--- config.mk ---
export PLATFORM = sky130hd
export DESIGN_NAME = stepper_trapezoid_ramp_core
export DESIGN_NICKNAME = d
export VERILOG_FILES = /design/src/str_pkg.sv /design/src/str_sqrt.sv /design/src/str_div.sv /design/src/str_mul.sv /design/src/stepper_trapezoid_ramp_core.sv
export VERILOG_INCLUDE_DIRS = /design/src /design/src/src
export SDC_FILE = /design/constraint.sdc
export NUM_CORES = 2
export LEC_CHECK = 0
export ABC_CLOCK_PERIOD_IN_PS = 10200
export BUFFER_PORTS_ARGS = -buffer_cell sky130_fd_sc_hd__buf_2
export CAP_MARGIN = 10
export CORE_UTILIZATION = 40
export DETAILED_ROUTE_END_ITERATION = 8
export PLACE_DENSITY = 0.52
export RECOVER_POWER = 25
export SETUP_SLACK_MARGIN = 0.5
export SKIP_CTS_REPAIR_TIMING = 1
export SYNTH_ARGS = -nofsm -noshare
export SYNTH_HDL_FRONTEND = slang
export SYNTH_SLANG_ARGS = --single-unit
--- constraint.sdc ---
create_clock -name clk_i -period 10.2 [get_ports clk_i]
set_clock_uncertainty 0.05 [all_clocks]
set_input_delay 0.51 -clock clk_i [delete_from_list [all_inputs] [get_ports clk_i]]
set_output_delay 0.51 -clock clk_i [all_outputs]
set_load 0.1 [all_outputs]
--- src/assert_macros.svh ---
// Assertion macros used by the stepper ramp core.
`ifndef ASSERT_MACROS_SVH
`define ASSERT_MACROS_SVH
`ifndef SYNTHESIS
`define ASSERT_IMPL(label, prop, msg) \
  label: assert property (@(posedge clk_i) disable iff (!rst_ni) (prop)) else $error(msg);
`define ASSERT_NEVER(label, cond, msg) \
  label: assert property (@(posedge clk_i) disable iff (!rst_ni) !(cond)) else $error(msg);
`else
`define ASSERT_IMPL(label, prop, msg)
`define ASSERT_NEVER(label, cond, msg)
`endif
`endif

--- src/str_pkg.sv ---
// Package with shared constants and types of the stepper ramp generator.
`timescale 1ns / 1ps
package str_pkg;
  localparam int MsWidth = 9;
  localparam int TpsWidth = 24;
  localparam int CntWidth = 24;
  localparam logic [MsWidth-1:0] MsReset = 9'd1;
  localparam logic [TpsWidth-1:0] TpsReset = 24'd15625;
  localparam logic [2:0] FuncStart = 3'd0;
  localparam logic [2:0] FuncTick = 3'd1;
  localparam logic [2:0] FuncSoft = 3'd2;
  localparam logic [2:0] FuncHard = 3'd3;
  localparam logic [2:0] FuncResume = 3'd4;
  localparam logic [1:0] PhIdle = 2'd0;
  localparam logic [1:0] PhAcc = 2'd1;
  localparam logic [1:0] PhCruise = 2'd2;
  localparam logic [1:0] PhDec = 2'd3;
  localparam logic CfgMs = 1'b0;
  localparam logic CfgTps = 1'b1;
  localparam logic [15:0] StartPeriod = 16'd100;
  localparam logic [15:0] PeriodMax = 16'hffff;
endpackage

--- src/str_sqrt.sv ---
// Bit-serial integer square root of n * 2^32, two radicand bits per cycle.
`timescale 1ns / 1ps
module str_sqrt
  import str_pkg::*;
(
  input  logic                clk_i,
  input  logic                rst_ni,
  input  logic                start_i,
  input  logic [CntWidth-1:0] n_i,
  output logic                busy_o,
  output logic [27:0]         root_o
);
  // Radicand is 56 bits wide, so 28 result bits, one per cycle.
  logic [55:0] rad_q, rad_d;
  logic [29:0] rem_q, rem_d;
  logic [27:0] root_q, root_d;
  logic [4:0]  cnt_q, cnt_d;
  logic        busy_q, busy_d;
  logic [29:0] trial;

  // Restoring digit recurrence.
  always_comb begin
    rad_d = rad_q;
    rem_d = rem_q;
    root_d = root_q;
    cnt_d = cnt_q;
    busy_d = busy_q;
    trial = '0;
    if (start_i) begin
      rad_d = {n_i, 32'd0};
      rem_d = '0;
      root_d = '0;
      cnt_d = 5'd27;
      busy_d = 1'b1;
    end else if (busy_q) begin
      trial = {rem_q[27:0], rad_q[55:54]} - {root_q, 2'b01};
      if (!trial[29] && ({rem_q[27:0], rad_q[55:54]} >= {root_q, 2'b01})) begin
        rem_d = trial;
        root_d = {root_q[26:0], 1'b1};
      end else begin
        rem_d = {rem_q[27:0], rad_q[55:54]};
        root_d = {root_q[26:0], 1'b0};
      end
      rad_d = {rad_q[53:0], 2'b00};
      cnt_d = cnt_q - 5'd1;
      if (cnt_q == 5'd0) begin
        busy_d = 1'b0;
      end
    end
  end

  always_ff @(posedge clk_i or negedge rst_ni) begin
    if (!rst_ni) begin
      busy_q <= 1'b0;
      cnt_q <= '0;
    end else begin
      busy_q <= busy_d;
      cnt_q <= cnt_d;
    end
  end

  always_ff @(posedge clk_i) begin
    rad_q <= rad_d;
    rem_q <= rem_d;
    root_q <= root_d;
  end

  assign busy_o = busy_q;
  assign root_o = root_q;
endmodule

--- src/str_div.sv ---
// Bit-serial restoring divider with a 16-bit saturated quotient.
`timescale 1ns / 1ps
module str_div
  import str_pkg::*;
(
  input  logic        clk_i,
  input  logic        rst_ni,
  input  logic        start_i,
  input  logic [51:0] num_i,
  input  logic [27:0] den_i,
  output logic        busy_o,
  output logic [15:0] quot_o
);
  logic [51:0] num_q, num_d;
  logic [28:0] rem_q, rem_d;
  logic [27:0] den_q, den_d;
  logic [15:0] quot_q, quot_d;
  logic        sat_q, sat_d;
  logic [5:0]  cnt_q, cnt_d;
  logic        busy_q, busy_d;
  logic [28:0] sh;

  // One quotient bit per cycle; any set bit above bit 15 saturates.
  always_comb begin
    num_d = num_q;
    rem_d = rem_q;
    den_d = den_q;
    quot_d = quot_q;
    sat_d = sat_q;
    cnt_d = cnt_q;
    busy_d = busy_q;
    sh = {rem_q[27:0], num_q[51]};
    if (start_i) begin
      num_d = num_i;
      den_d = den_i;
      rem_d = '0;
      quot_d = '0;
      sat_d = (den_i == '0);
      cnt_d = 6'd51;
      busy_d = 1'b1;
    end else if (busy_q) begin
      num_d = {num_q[50:0], 1'b0};
      if (sh >= {1'b0, den_q}) begin
        rem_d = sh - {1'b0, den_q};
        quot_d = {quot_q[14:0], 1'b1};
        if (cnt_q > 6'd15) begin
          sat_d = 1'b1;
        end
      end else begin
        rem_d = sh;
        quot_d = {quot_q[14:0], 1'b0};
      end
      cnt_d = cnt_q - 6'd1;
      if (cnt_q == 6'd0) begin
        busy_d = 1'b0;
      end
    end
  end

  always_ff @(posedge clk_i or negedge rst_ni) begin
    if (!rst_ni) begin
      busy_q <= 1'b0;
      cnt_q <= '0;
    end else begin
      busy_q <= busy_d;
      cnt_q <= cnt_d;
    end
  end

  always_ff @(posedge clk_i) begin
    num_q <= num_d;
    rem_q <= rem_d;
    den_q <= den_d;
    quot_q <= quot_d;
    sat_q <= sat_d;
  end

  assign busy_o = busy_q;
  assign quot_o = sat_q ? PeriodMax : quot_q;
endmodule

--- src/str_mul.sv ---
// Shift-and-add multiplier, one multiplier bit per cycle.
`timescale 1ns / 1ps
module str_mul
  import str_pkg::*;
(
  input  logic                clk_i,
  input  logic                rst_ni,
  input  logic                start_i,
  input  logic [27:0]         a_i,
  input  logic [TpsWidth-1:0] b_i,
  output logic                busy_o,
  output logic [51:0]         prod_o
);
  logic [51:0]         acc_q, acc_d;
  logic [51:0]         a_q, a_d;
  logic [TpsWidth-1:0] b_q, b_d;
  logic [4:0]          cnt_q, cnt_d;
  logic                busy_q, busy_d;

  // Add the shifted multiplicand for every set multiplier bit.
  always_comb begin
    acc_d = acc_q;
    a_d = a_q;
    b_d = b_q;
    cnt_d = cnt_q;
    busy_d = busy_q;
    if (start_i) begin
      acc_d = '0;
      a_d = {24'd0, a_i};
      b_d = b_i;
      cnt_d = 5'(TpsWidth - 1);
      busy_d = 1'b1;
    end else if (busy_q) begin
      if (b_q[0]) begin
        acc_d = acc_q + a_q;
      end
      a_d = {a_q[50:0], 1'b0};
      b_d = {1'b0, b_q[TpsWidth-1:1]};
      cnt_d = cnt_q - 5'd1;
      if (cnt_q == 5'd0) begin
        busy_d = 1'b0;
      end
    end
  end

  always_ff @(posedge clk_i or negedge rst_ni) begin
    if (!rst_ni) begin
      busy_q <= 1'b0;
      cnt_q <= '0;
    end else begin
      busy_q <= busy_d;
      cnt_q <= cnt_d;
    end
  end

  always_ff @(posedge clk_i) begin
    acc_q <= acc_d;
    a_q <= a_d;
    b_q <= b_d;
  end

  assign busy_o = busy_q;
  assign prod_o = acc_q;
endmodule

--- src/stepper_trapezoid_ramp_core.sv ---
// Top level of the trapezoidal stepper ramp generator.
//
// Usage: command words enter on in_valid_i/in_ready_o with func_i and the start
// fields; one result word leaves on out_valid_o/out_ready_i for every command.
// Configuration writes (index 0 microstep factor, index 1 ticks per second) use
// cfg_valid_i/cfg_ready_o and are taken only while no command is in flight.
// Start, stop, resume and idle ticks go from the decode state straight to the
// output state. A cruise tick runs one 52-step serial divide. A ramp tick runs
// three 28-step serial square roots, a 24-step serial multiply and a 52-step
// serial divide one after another in shared units. A tick re-enters the decode
// state for each finished phase that it passes through.
// One command is worked at a time; in_ready_o is low until the result word
// has been taken. A stalled receiver holds the result in the output register.
// Reset clears the motion state, restores the register defaults and leaves
// the block idle and ready.
`timescale 1ns / 1ps
`include "assert_macros.svh"
module stepper_trapezoid_ramp_core
  import str_pkg::*;
(
  input  logic                clk_i,
  input  logic                rst_ni,
  input  logic                in_valid_i,
  output logic                in_ready_o,
  input  logic [2:0]          func_i,
  input  logic [15:0]         step_count_i,
  input  logic [15:0]         velocity_i,
  input  logic                clockwise_i,
  output logic                out_valid_o,
  input  logic                out_ready_i,
  output logic                step_pulse_o,
  output logic                period_valid_o,
  output logic [15:0]         next_period_o,
  output logic                direction_cw_o,
  output logic signed [31:0]  position_o,
  output logic [1:0]          phase_o,
  output logic                done_res_o,
  input  logic                cfg_valid_i,
  output logic                cfg_ready_o,
  input  logic                cfg_index_i,
  input  logic [TpsWidth-1:0] cfg_data_i
);
  // Sequencer codes.
  localparam logic [3:0] SIdle = 4'd0;
  localparam logic [3:0] SDecode = 4'd1;
  localparam logic [3:0] SRootA = 4'd2;
  localparam logic [3:0] SRootB = 4'd3;
  localparam logic [3:0] SRootC = 4'd4;
  localparam logic [3:0] SMul = 4'd5;
  localparam logic [3:0] SDiv = 4'd6;
  localparam logic [3:0] SOut = 4'd7;
  localparam logic [3:0] SStartMul = 4'd8;

  logic [3:0] st_q, st_d;
  logic [MsWidth-1:0]  ms_q;
  logic [TpsWidth-1:0] tps_q;
  logic [1:0]  ph_q, ph_d;
  logic [CntWidth-1:0] seq_q, seq_d, acc_q, acc_d, cru_q, cru_d, dec_q, dec_d;
  logic [14:0] rb_q, rb_d;
  logic [15:0] vel_q, vel_d;
  logic        dir_q, dir_d;
  logic [31:0] pos_q, pos_d;
  logic [2:0]  func_q;
  logic [15:0] cnt_in_q, vel_in_q;
  logic        cw_in_q;
  logic        pulse_q, pulse_d, pv_q, pv_d, done_q, done_d;
  logic [15:0] per_q, per_d;
  logic        cruise_div_q, cruise_div_d;
  logic [27:0] ra_q, ra_d, rb2_q, rb2_d;
  logic [27:0] rc_q, rc_d;
  logic        ovalid_q, ovalid_d;

  // Serial units.
  logic        sq_start, sq_busy, mu_start, mu_busy, dv_start, dv_busy;
  logic [CntWidth-1:0] sq_n;
  logic [27:0] sq_root;
  logic [51:0] mu_prod, dv_num;
  logic [27:0] dv_den;
  logic [15:0] dv_quot;
  logic [24:0] total_w;
  logic [CntWidth-1:0] total;
  logic [CntWidth-1:0] lo_arg;
  logic        started_q, started_d;

  str_sqrt u_sqrt (.clk_i, .rst_ni, .start_i(sq_start), .n_i(sq_n),
                   .busy_o(sq_busy), .root_o(sq_root));
  str_mul u_mul (.clk_i, .rst_ni, .start_i(mu_start), .a_i(ra_q - rb2_q), .b_i(tps_q),
                 .busy_o(mu_busy), .prod_o(mu_prod));
  str_div u_div (.clk_i, .rst_ni, .start_i(dv_start), .num_i(dv_num), .den_i(dv_den),
                 .busy_o(dv_busy), .quot_o(dv_quot));

  assign dv_num = cruise_div_q ? {28'd0, tps_q} : mu_prod;
  assign dv_den = cruise_div_q ? {12'd0, vel_q} : rc_q;
  assign lo_arg = (ph_q == PhAcc) ? seq_q : dec_q - 24'd1 - seq_q;

  // Step count times microstep factor, 16x9 bits, saturated to 24 bits.
  always_comb begin
    total_w = 25'(cnt_in_q * ms_q);
    total = total_w[24] ? {CntWidth{1'b1}} : total_w[CntWidth-1:0];
  end

  assign in_ready_o = (st_q == SIdle) && !ovalid_q;
  assign cfg_ready_o = (st_q == SIdle) && !ovalid_q;

  // Configuration registers.
  always_ff @(posedge clk_i or negedge rst_ni) begin
    if (!rst_ni) begin
      ms_q <= MsReset;
      tps_q <= TpsReset;
    end else if (cfg_valid_i && cfg_ready_o) begin
      if (cfg_index_i == CfgMs) begin
        ms_q <= cfg_data_i[MsWidth-1:0];
      end else begin
        tps_q <= cfg_data_i;
      end
    end
  end

  // Command capture.
  always_ff @(posedge clk_i) begin
    if (in_valid_i && in_ready_o) begin
      func_q <= func_i;
      cnt_in_q <= step_count_i;
      vel_in_q <= velocity_i;
      cw_in_q <= clockwise_i;
    end
  end

  // Sequencer: decodes the command, walks finished phases, runs the units.
  always_comb begin
    st_d = st_q; ph_d = ph_q; seq_d = seq_q; acc_d = acc_q; cru_d = cru_q;
    dec_d = dec_q; rb_d = rb_q; vel_d = vel_q; dir_d = dir_q; pos_d = pos_q;
    pulse_d = pulse_q; pv_d = pv_q; per_d = per_q; done_d = done_q;
    cruise_div_d = cruise_div_q; ra_d = ra_q; rb2_d = rb2_q; rc_d = rc_q;
    ovalid_d = ovalid_q; started_d = 1'b0;
    sq_start = 1'b0; sq_n = seq_q + 24'd1; mu_start = 1'b0; dv_start = 1'b0;
    case (st_q)
      SIdle: begin
        if (out_valid_o && out_ready_i) begin
          ovalid_d = 1'b0;
        end
        if (in_valid_i && in_ready_o) begin
          st_d = SDecode;
          pulse_d = 1'b0; pv_d = 1'b0; per_d = '0; done_d = 1'b0;
          ovalid_d = 1'b0;
        end
      end
      SDecode: begin
        st_d = SOut;
        case (func_q)
          FuncStart: begin
            if (ph_q == PhIdle) begin
              vel_d = vel_in_q;
              rb_d = vel_in_q[15:1];
              if (total < {8'd0, vel_in_q[15:1], 1'b0}) begin
                acc_d = {1'b0, total[CntWidth-1:1]};
                dec_d = total - {1'b0, total[CntWidth-1:1]};
                cru_d = '0;
              end else begin
                acc_d = {9'd0, vel_in_q[15:1]};
                dec_d = {9'd0, vel_in_q[15:1]};
                cru_d = total - {8'd0, vel_in_q[15:1], 1'b0};
              end
              dir_d = cw_in_q;
              ph_d = PhAcc;
              seq_d = '0;
              pv_d = 1'b1;
              per_d = StartPeriod;
            end
          end
          FuncTick: begin
            st_d = SDecode;
            case (ph_q)
              PhAcc: begin
                if (seq_q >= acc_q) begin
                  seq_d = '0; ph_d = PhCruise;
                end else begin
                  st_d = SRootA; sq_start = 1'b1; sq_n = seq_q + 24'd1;
                end
              end
              PhCruise: begin
                if (seq_q >= cru_q) begin
                  seq_d = '0; ph_d = PhDec;
                end else begin
                  st_d = SDiv; cruise_div_d = 1'b1; started_d = 1'b1;
                end
              end
              PhDec: begin
                if (seq_q >= dec_q) begin
                  seq_d = '0; ph_d = PhIdle; done_d = 1'b1; st_d = SOut;
                end else begin
                  st_d = SRootA; sq_start = 1'b1; sq_n = dec_q - seq_q;
                end
              end
              default: st_d = SOut;
            endcase
          end
          FuncSoft: begin
            if (ph_q != PhIdle) cru_d = '0;
          end
          FuncHard: begin
            if (ph_q != PhIdle) begin
              seq_d = '0; ph_d = PhIdle;
            end
          end
          FuncResume: begin
            if (ph_q == PhDec) begin
              ph_d = PhAcc; seq_d = acc_q - seq_q;
            end
          end
          default: st_d = SOut;
        endcase
      end
      SRootA: begin
        if (!sq_busy) begin
          ra_d = sq_root; st_d = SRootB; sq_start = 1'b1; sq_n = lo_arg;
        end
      end
      SRootB: begin
        if (!sq_busy) begin
          rb2_d = sq_root; st_d = SRootC; sq_start = 1'b1; sq_n = {9'd0, rb_q};
        end
      end
      SRootC: begin
        if (!sq_busy) begin
          rc_d = sq_root; st_d = SStartMul;
        end
      end
      SStartMul: begin
        mu_start = 1'b1; st_d = SMul;
      end
      SMul: begin
        if (!mu_busy) begin
          st_d = SDiv; cruise_div_d = 1'b0; started_d = 1'b1;
        end
      end
      SDiv: begin
        dv_start = started_q;
        if (!started_q && !dv_busy) begin
          pulse_d = 1'b1; pv_d = 1'b1; per_d = dv_quot;
          pos_d = dir_q ? pos_q + 32'd1 : pos_q - 32'd1;
          seq_d = seq_q + 24'd1;
          st_d = SOut;
        end
      end
      SOut: begin
        ovalid_d = 1'b1; st_d = SIdle;
      end
      default: st_d = SIdle;
    endcase
  end

  always_ff @(posedge clk_i or negedge rst_ni) begin
    if (!rst_ni) begin
      st_q <= SIdle; ph_q <= PhIdle; seq_q <= '0; acc_q <= '0; cru_q <= '0;
      dec_q <= '0; rb_q <= '0; vel_q <= '0; dir_q <= 1'b0; pos_q <= '0;
      ovalid_q <= 1'b0; started_q <= 1'b0;
    end else begin
      st_q <= st_d; ph_q <= ph_d; seq_q <= seq_d; acc_q <= acc_d; cru_q <= cru_d;
      dec_q <= dec_d; rb_q <= rb_d; vel_q <= vel_d; dir_q <= dir_d; pos_q <= pos_d;
      ovalid_q <= ovalid_d; started_q <= started_d;
    end
  end

  always_ff @(posedge clk_i) begin
    pulse_q <= pulse_d; pv_q <= pv_d; per_q <= per_d; done_q <= done_d;
    cruise_div_q <= cruise_div_d; ra_q <= ra_d; rb2_q <= rb2_d; rc_q <= rc_d;
  end

  assign out_valid_o = ovalid_q;
  assign step_pulse_o = pulse_q;
  assign period_valid_o = pv_q;
  assign next_period_o = per_q;
  assign direction_cw_o = dir_q;
  assign position_o = pos_q;
  assign phase_o = ph_q;
  assign done_res_o = done_q;

  // A result word is only shown while the sequencer waits for the next command.
  `ASSERT_IMPL(a_out_idle, out_valid_o |-> st_q == SIdle, "result outside idle")
  // A pulse always comes with a new period.
  `ASSERT_IMPL(a_pulse_pv, out_valid_o && step_pulse_o |-> period_valid_o, "pulse no period")
  // Completion leaves the motor idle.
  `ASSERT_IMPL(a_done_idle, out_valid_o && done_res_o |-> phase_o == PhIdle, "done not idle")
  // No command is taken while a result waits.
  `ASSERT_NEVER(a_no_overlap, out_valid_o && !out_ready_i && in_valid_i && in_ready_o,
                "overlap")
endmodule

Word-level counts from Yosys, hierarchy flattened:

Cells that the tools add are included.

* reduce and logical (&&, ||, !) cells: 50
* $add $sub $neg: 16
* bitwise gates (word level): 2
* multipliers: 1
* equality and inequality tests: 45
* magnitude comparators: 7
* muxes and demuxes: 114

Operators with widths (count)
* two-way mux 24 bit: 19
* two-way mux 52 bit: 3
* one-hot mux 24 bit (3 select lines): 2
* two-way mux 28 bit: 5
* two-way mux 56 bit: 2
* one-hot mux 24 bit (2 select lines): 2
* one-hot mux 24 bit (4 select lines): 1
* two-way mux 16 bit: 5
* greater-or-equal comparator 24 bit: 3
* subtractor 24 bit: 3
* subtractor 28 bit: 2
* adder 52 bit: 1
* one-hot mux 16 bit (3 select lines): 1
* two-way mux 1 bit: 38
* adder 32 x 1 -> 32 bit, second input constant: 1
* two-way mux 32 bit: 1
* one-hot mux 4 bit (8 select lines): 1
* subtractor 32 x 1 -> 32 bit, second input constant: 1
* greater-or-equal comparator 30 bit: 1
* subtractor 30 bit: 1
* greater-or-equal comparator 29 x 28 -> 1 bit: 1
* zero test 28 bit: 1
* two-way mux 4 bit: 7
* != test 2 bit, second input constant: 13
* other kinds (54): 120

* flip-flop bits (word level): 693
* logic and storage cells: 279
* input port bits: 66

Depth between registers and ports, before layout:

* depth in word-level cells: 6
* mapped depth: 33
* gate-level depth less buffers: 30

By module:

Synthesis repeated with hierarchy kept, for this count alone.

* cell total of the unflattened synthesis: 5029
* area, all modules: 47345.4 µm²

By module, submodules not included
* stepper_trapezoid_ramp_core: area an instance 26834.5 µm², cells each 2956, instances 1, sequential area each 8843.5 µm²
* str_mul: area an instance 8176.6 µm², cells each 879, instances 1, sequential area each 3233.1 µm²
* str_div: area an instance 7010.5 µm², cells each 627, instances 1, sequential area each 3488.3 µm²
* str_sqrt: area an instance 5323.9 µm², cells each 567, instances 1, sequential area each 1991.9 µm²

Worst setup path after synthesis:

No wires, ideal clock.

* kind: register to register
* start point: register ms_q[2]
* end point: register cru_q[23]
* cell stages (with the launch flop): 31
* period minus slack after synthesis: 7577 ps
* data required time: 10017 ps
* arrival time: 7393 ps
* setup slack: 2623 ps
* path through: dfrtp_1 > clkbuf_1 > clkbuf_1 > nand2_1 > fa_1 > inv_1 > fa_1 > inv_1 > fa_1 > fa_1 > inv_1 > ha_1 > o211ai_1 > a21oi_1 > o41ai_1 > o211ai_1 > or2_2 > clkbuf_1 > nor2_1 > nand2_1 > fa_1 > a211oi_1 > o21ai_0 > nand3_1 > o21ai_0 > o41ai_1 > o21ai_0 > nor4b_1 > o221a_2 > xor2_1 > o21ai_0

* longest elaborated chain between the ends: 6

RTL lines
* start: declaration: RTL line stepper_trapezoid_ramp_core.sv:55 `logic [MsWidth-1:0] ms_q;`
* start signal: assignment: RTL line stepper_trapezoid_ramp_core.sv:108 `ms_q <= MsReset;`
* start signal: assignment: RTL line stepper_trapezoid_ramp_core.sv:112 `ms_q <= cfg_data_i[MsWidth-1:0];`
* multiplier 16 x 9 -> 25 bit *: RTL line stepper_trapezoid_ramp_core.sv:98 `total_w = 25'(cnt_in_q * ms_q);`
* two-way mux 24 bit *: RTL line stepper_trapezoid_ramp_core.sv:99 `total = total_w[24] ? {CntWidth{1'b1}} : total_w[CntWidth-1:0];`
* subtractor 24 x 16 -> 24 bit or less-than comparator 24 x 16 -> 1 bit (tied branches): RTL line stepper_trapezoid_ramp_core.sv:162, stepper_trapezoid_ramp_core.sv:155
* two-way mux 24 bit *: RTL line stepper_trapezoid_ramp_core.sv:155 `if (total < {8'd0, vel_in_q[15:1], 1'b0}) begin`
* two-way mux 24 bit *: RTL line stepper_trapezoid_ramp_core.sv:152 `if (ph_q == PhIdle) begin`
* one-hot mux 24 bit (2 select lines) *: RTL line stepper_trapezoid_ramp_core.sv:150 `case (func_q)`
* end signal: assignment: RTL line stepper_trapezoid_ramp_core.sv:255 `st_q <= SIdle; ph_q <= PhIdle; seq_q <= '0; acc_q <= '0; cru_q <= '0;`
* end signal: assignment: RTL line stepper_trapezoid_ramp_core.sv:259 `st_q <= st_d; ph_q <= ph_d; seq_q <= seq_d; acc_q <= acc_d; cru_q <= cru_d;`
* end: declaration: RTL line stepper_trapezoid_ramp_core.sv:58 `logic [CntWidth-1:0] seq_q, seq_d, acc_q, acc_d, cru_q, cru_d, dec_q, dec_d;`

Mark *: on every way between the ends. The rest lies on a longest branch, timed or not. The select of a mux whose other input is x is not followed.
A chain may end at the register's enable or synchronous reset.

Final worst setup path:

* start point: register ms_q[8]
* end point: register cru_q[23]

Same word-level chain as after synthesis.

==> qor.txt <==
Register bit count reported by yosys: 677
Die height: 344 um
Final HPWL DP: 99.6 mm
CTS tree: done
Placed insts: 6590
Routed len/inst: 19.8 um
CTS clk-pin slew, worst paths: 0.06 ns
WS Path Type: reg2reg
Slowest Stage Delay on Critical Path: 0.66 ns
Post-route minimum period: 8.93 ns
Hold Crit Class: in2reg
Met2 routed WL: 63.4 mm
Synth cell count leaders: nand2_1 (610), inv_1 (389), a21oi_1 (353)
Slowest cell on the critical path: nor4b_1
Finished Layout Cells: 6787
Syn avg cell area: 9.09 um^2
CP endpoint kind: flip-flop
Failing checks: capacitance limit, slew limit
Cts bufs inserted: 81
Final ANT Viol Nets: 0
Final GP Congestion: 0.890
Max Fclk: 0.112 GHz
Max Used Layer: met4
Max_cap viols: 3
DP Worst Slack: 1.13 ns
Pre-Repair DR Iteration Count: 7
Post-synthesis instance total: 5134
Largest net degree at the start of global routing: 112
Vias in the first global route: 35400
CP most frequent cell: fa_1
DRT met1 WL: 60.9 mm
CTS Buffer Depth: 3
Worst Max-Slew Pin Slew: 5.71 ns
Routed via count: 37300
Nets: 5715
Count leader, synth: nand2_1
First-pass GRT wire length: 208 mm
Drt total wl: 134 mm
CP required: 10.67 ns
Max Slew Vio Count: 243
Post-synth top flop: edfxtp_1
Core area: 115000 um^2
EDFF count, synth: 297
RSZ-0062 raised after global routing: false
Remaining DRCs: 0
Ports: 123
Layout cell share with drive strength beyond 1: 0.0770
Max Fanout on Critical Path: 17
Setup_tns: 0 ns
Status: complete, but fails checks
Core Rows: 124
Die X: 344 um
Metal3 WL: 5.64 mm
Clock Sinks: 677
Yosys top cell by area: edfxtp_1
Port Buffers: 122
# setup viols final: 0
Die footprint: 118000 um^2
Initial Util: 0.406
GR Overflow Total: 0
Syn Nets: 5645
Via/cell ratio: 5.49
FFs w/ async S/R, synth: 0.301
Final Cycle Share: 0.875
Sequential element share of the synthesized area: 0.376
Synth cell types: 92
Slew HR: -2.81
Top post-synthesis cells by area: edfxtp_1 (19%), dfrtp_1 (11%), ha_1 (9.0%)
Root Driver: clkbuf_16
R2r setup slk: 1.27 ns
Antenna violations before repair: 12
Area delta synth->final: 11.3%
Ys Warns: 0
Final worst setup slack: 1.27 ns
Total GRT Usage: 0.225
Mapped Area: 46600 um^2
Initial drt markers: 2415
Later-pin clock latency in the skew report: 0.67 ns
Hold Vio Cnt, Final: 0
Worst EP arrival: 9.40 ns
H-tree levels: 3
Critical Path Start Type: flip-flop
Synth top area share: 0.191
-- routing by layer --
metal | vias up | global-route usage
met1 | 17900 | 0.303
met4 | 0 | 0.0727
met3 | 216 | 0.0295
li1 | 18400 | -
met2 | 762 | 0.372
met5 | - | 0
-- worst max-delay path: cells and delay by family (launching register included) --
family,cells,cell delay (ns)
adders and majority gates,6,2.94
DFF,1,0.55
and+or+nand+nor,6,1.79
buffers and inverters,4,0.21
xor gates and xnor gates,1,0.13
AOI/OAI and AO/OA,11,3.11
-- layout by cell type (no fill, tap or decap), types with 40 or more instances in the layout --
cell	count
a211oi_1	63
a21o_1	138
a21oi_1	352
a31oi_1	51
and2_1	106
and3_1	43
buf_2	115
clkbuf_16	84
dfrtp_1	193
dfxtp_1	176
dlygate4sd3_1	43
edfxtp_1	297
fa_1	108
ha_1	337
inv_1	387
mux2_2	44
mux2i_1	149
nand2_1	607
nand2b_1	42
nand3_1	94
nand3b_1	40
nor2_1	349
nor2b_1	44
nor3_1	91
nor4_1	52
o21ai_0	343
xnor2_1	173
xor2_1	101
-- per-stage QoR --
step	hold WS (ns)	util	instance area, um^2
floorplan	0.164	-	46600
detailed placement	0.394	0.424	48700
finish	0.0352	0.452	51900
CTS	-0.178	0.448	51500
global placement	0.398	0.424	48700
global route	0.00336	0.451	51900
-- final timing paths --
kind | from | end | cells past startpoint
hold reg to reg | cw_in_q | direction_cw_o | 2
setup / recovery | ms_q[8] | cru_q[23] | 28
hold / removal | cfg_data_i[13] | tps_q[13] | 2
setup reg to reg | ms_q[8] | cru_q[23] | 28
min in group asynchronous | rst_ni | ms_q[8] | 2
max in group asynchronous | rst_ni | u_sqrt.busy_o | 3
-- flip-flops by register name, summed over array words and instances (netlist names), 15 cells and up --
register	count
u_mul.b_q	24
u_sqrt.rem_q	28
position_o	32
rc_q	28
acc_q	23
tps_q	24
cru_q	24
u_div.rem_q	28
u_sqrt.root_o	28
u_div.den_q	28
next_period_o	16
cnt_in_q	16
rb_q	15
seq_q	24
u_div.num_q	52
u_sqrt.rad_q	24
vel_in_q	16
ra_q	28
u_mul.a_q	52
rb2_q	28
u_div.quot_q	16
dec_q	24
u_mul.prod_o	52
-- logic make-up (layout without fill, tap and decap cells) --
group,after synthesis,after routing,share of synthesized area
other,0,2,0
XOR/XNOR,274,274,0.0514
multiplexers,208,208,0.0462
adder cells (fa/ha/maj),445,445,0.137
AO/OA/AOI/OAI,1297,1297,0.175
buffers and inverters,612,751,0.0502
flip-flops,677,677,0.376
AND/OR/NAND/NOR,1621,1621,0.164
-- area by class of cell --
class                   instances  area [um^2]
clock inverters                40          465
flip-flops and latches        677        17600
fillers                     11300        63100
well taps                    1512         1890
inverters                     391         1470
clock buffers                 112         2340
diodes                          2         5.00
multi-input cells            3845        26800
repair buffers                208         1340
Power is left out: the tool's default activity adds up to more than one toggle a clock period on the data nets, which glitch-free logic cannot reach.
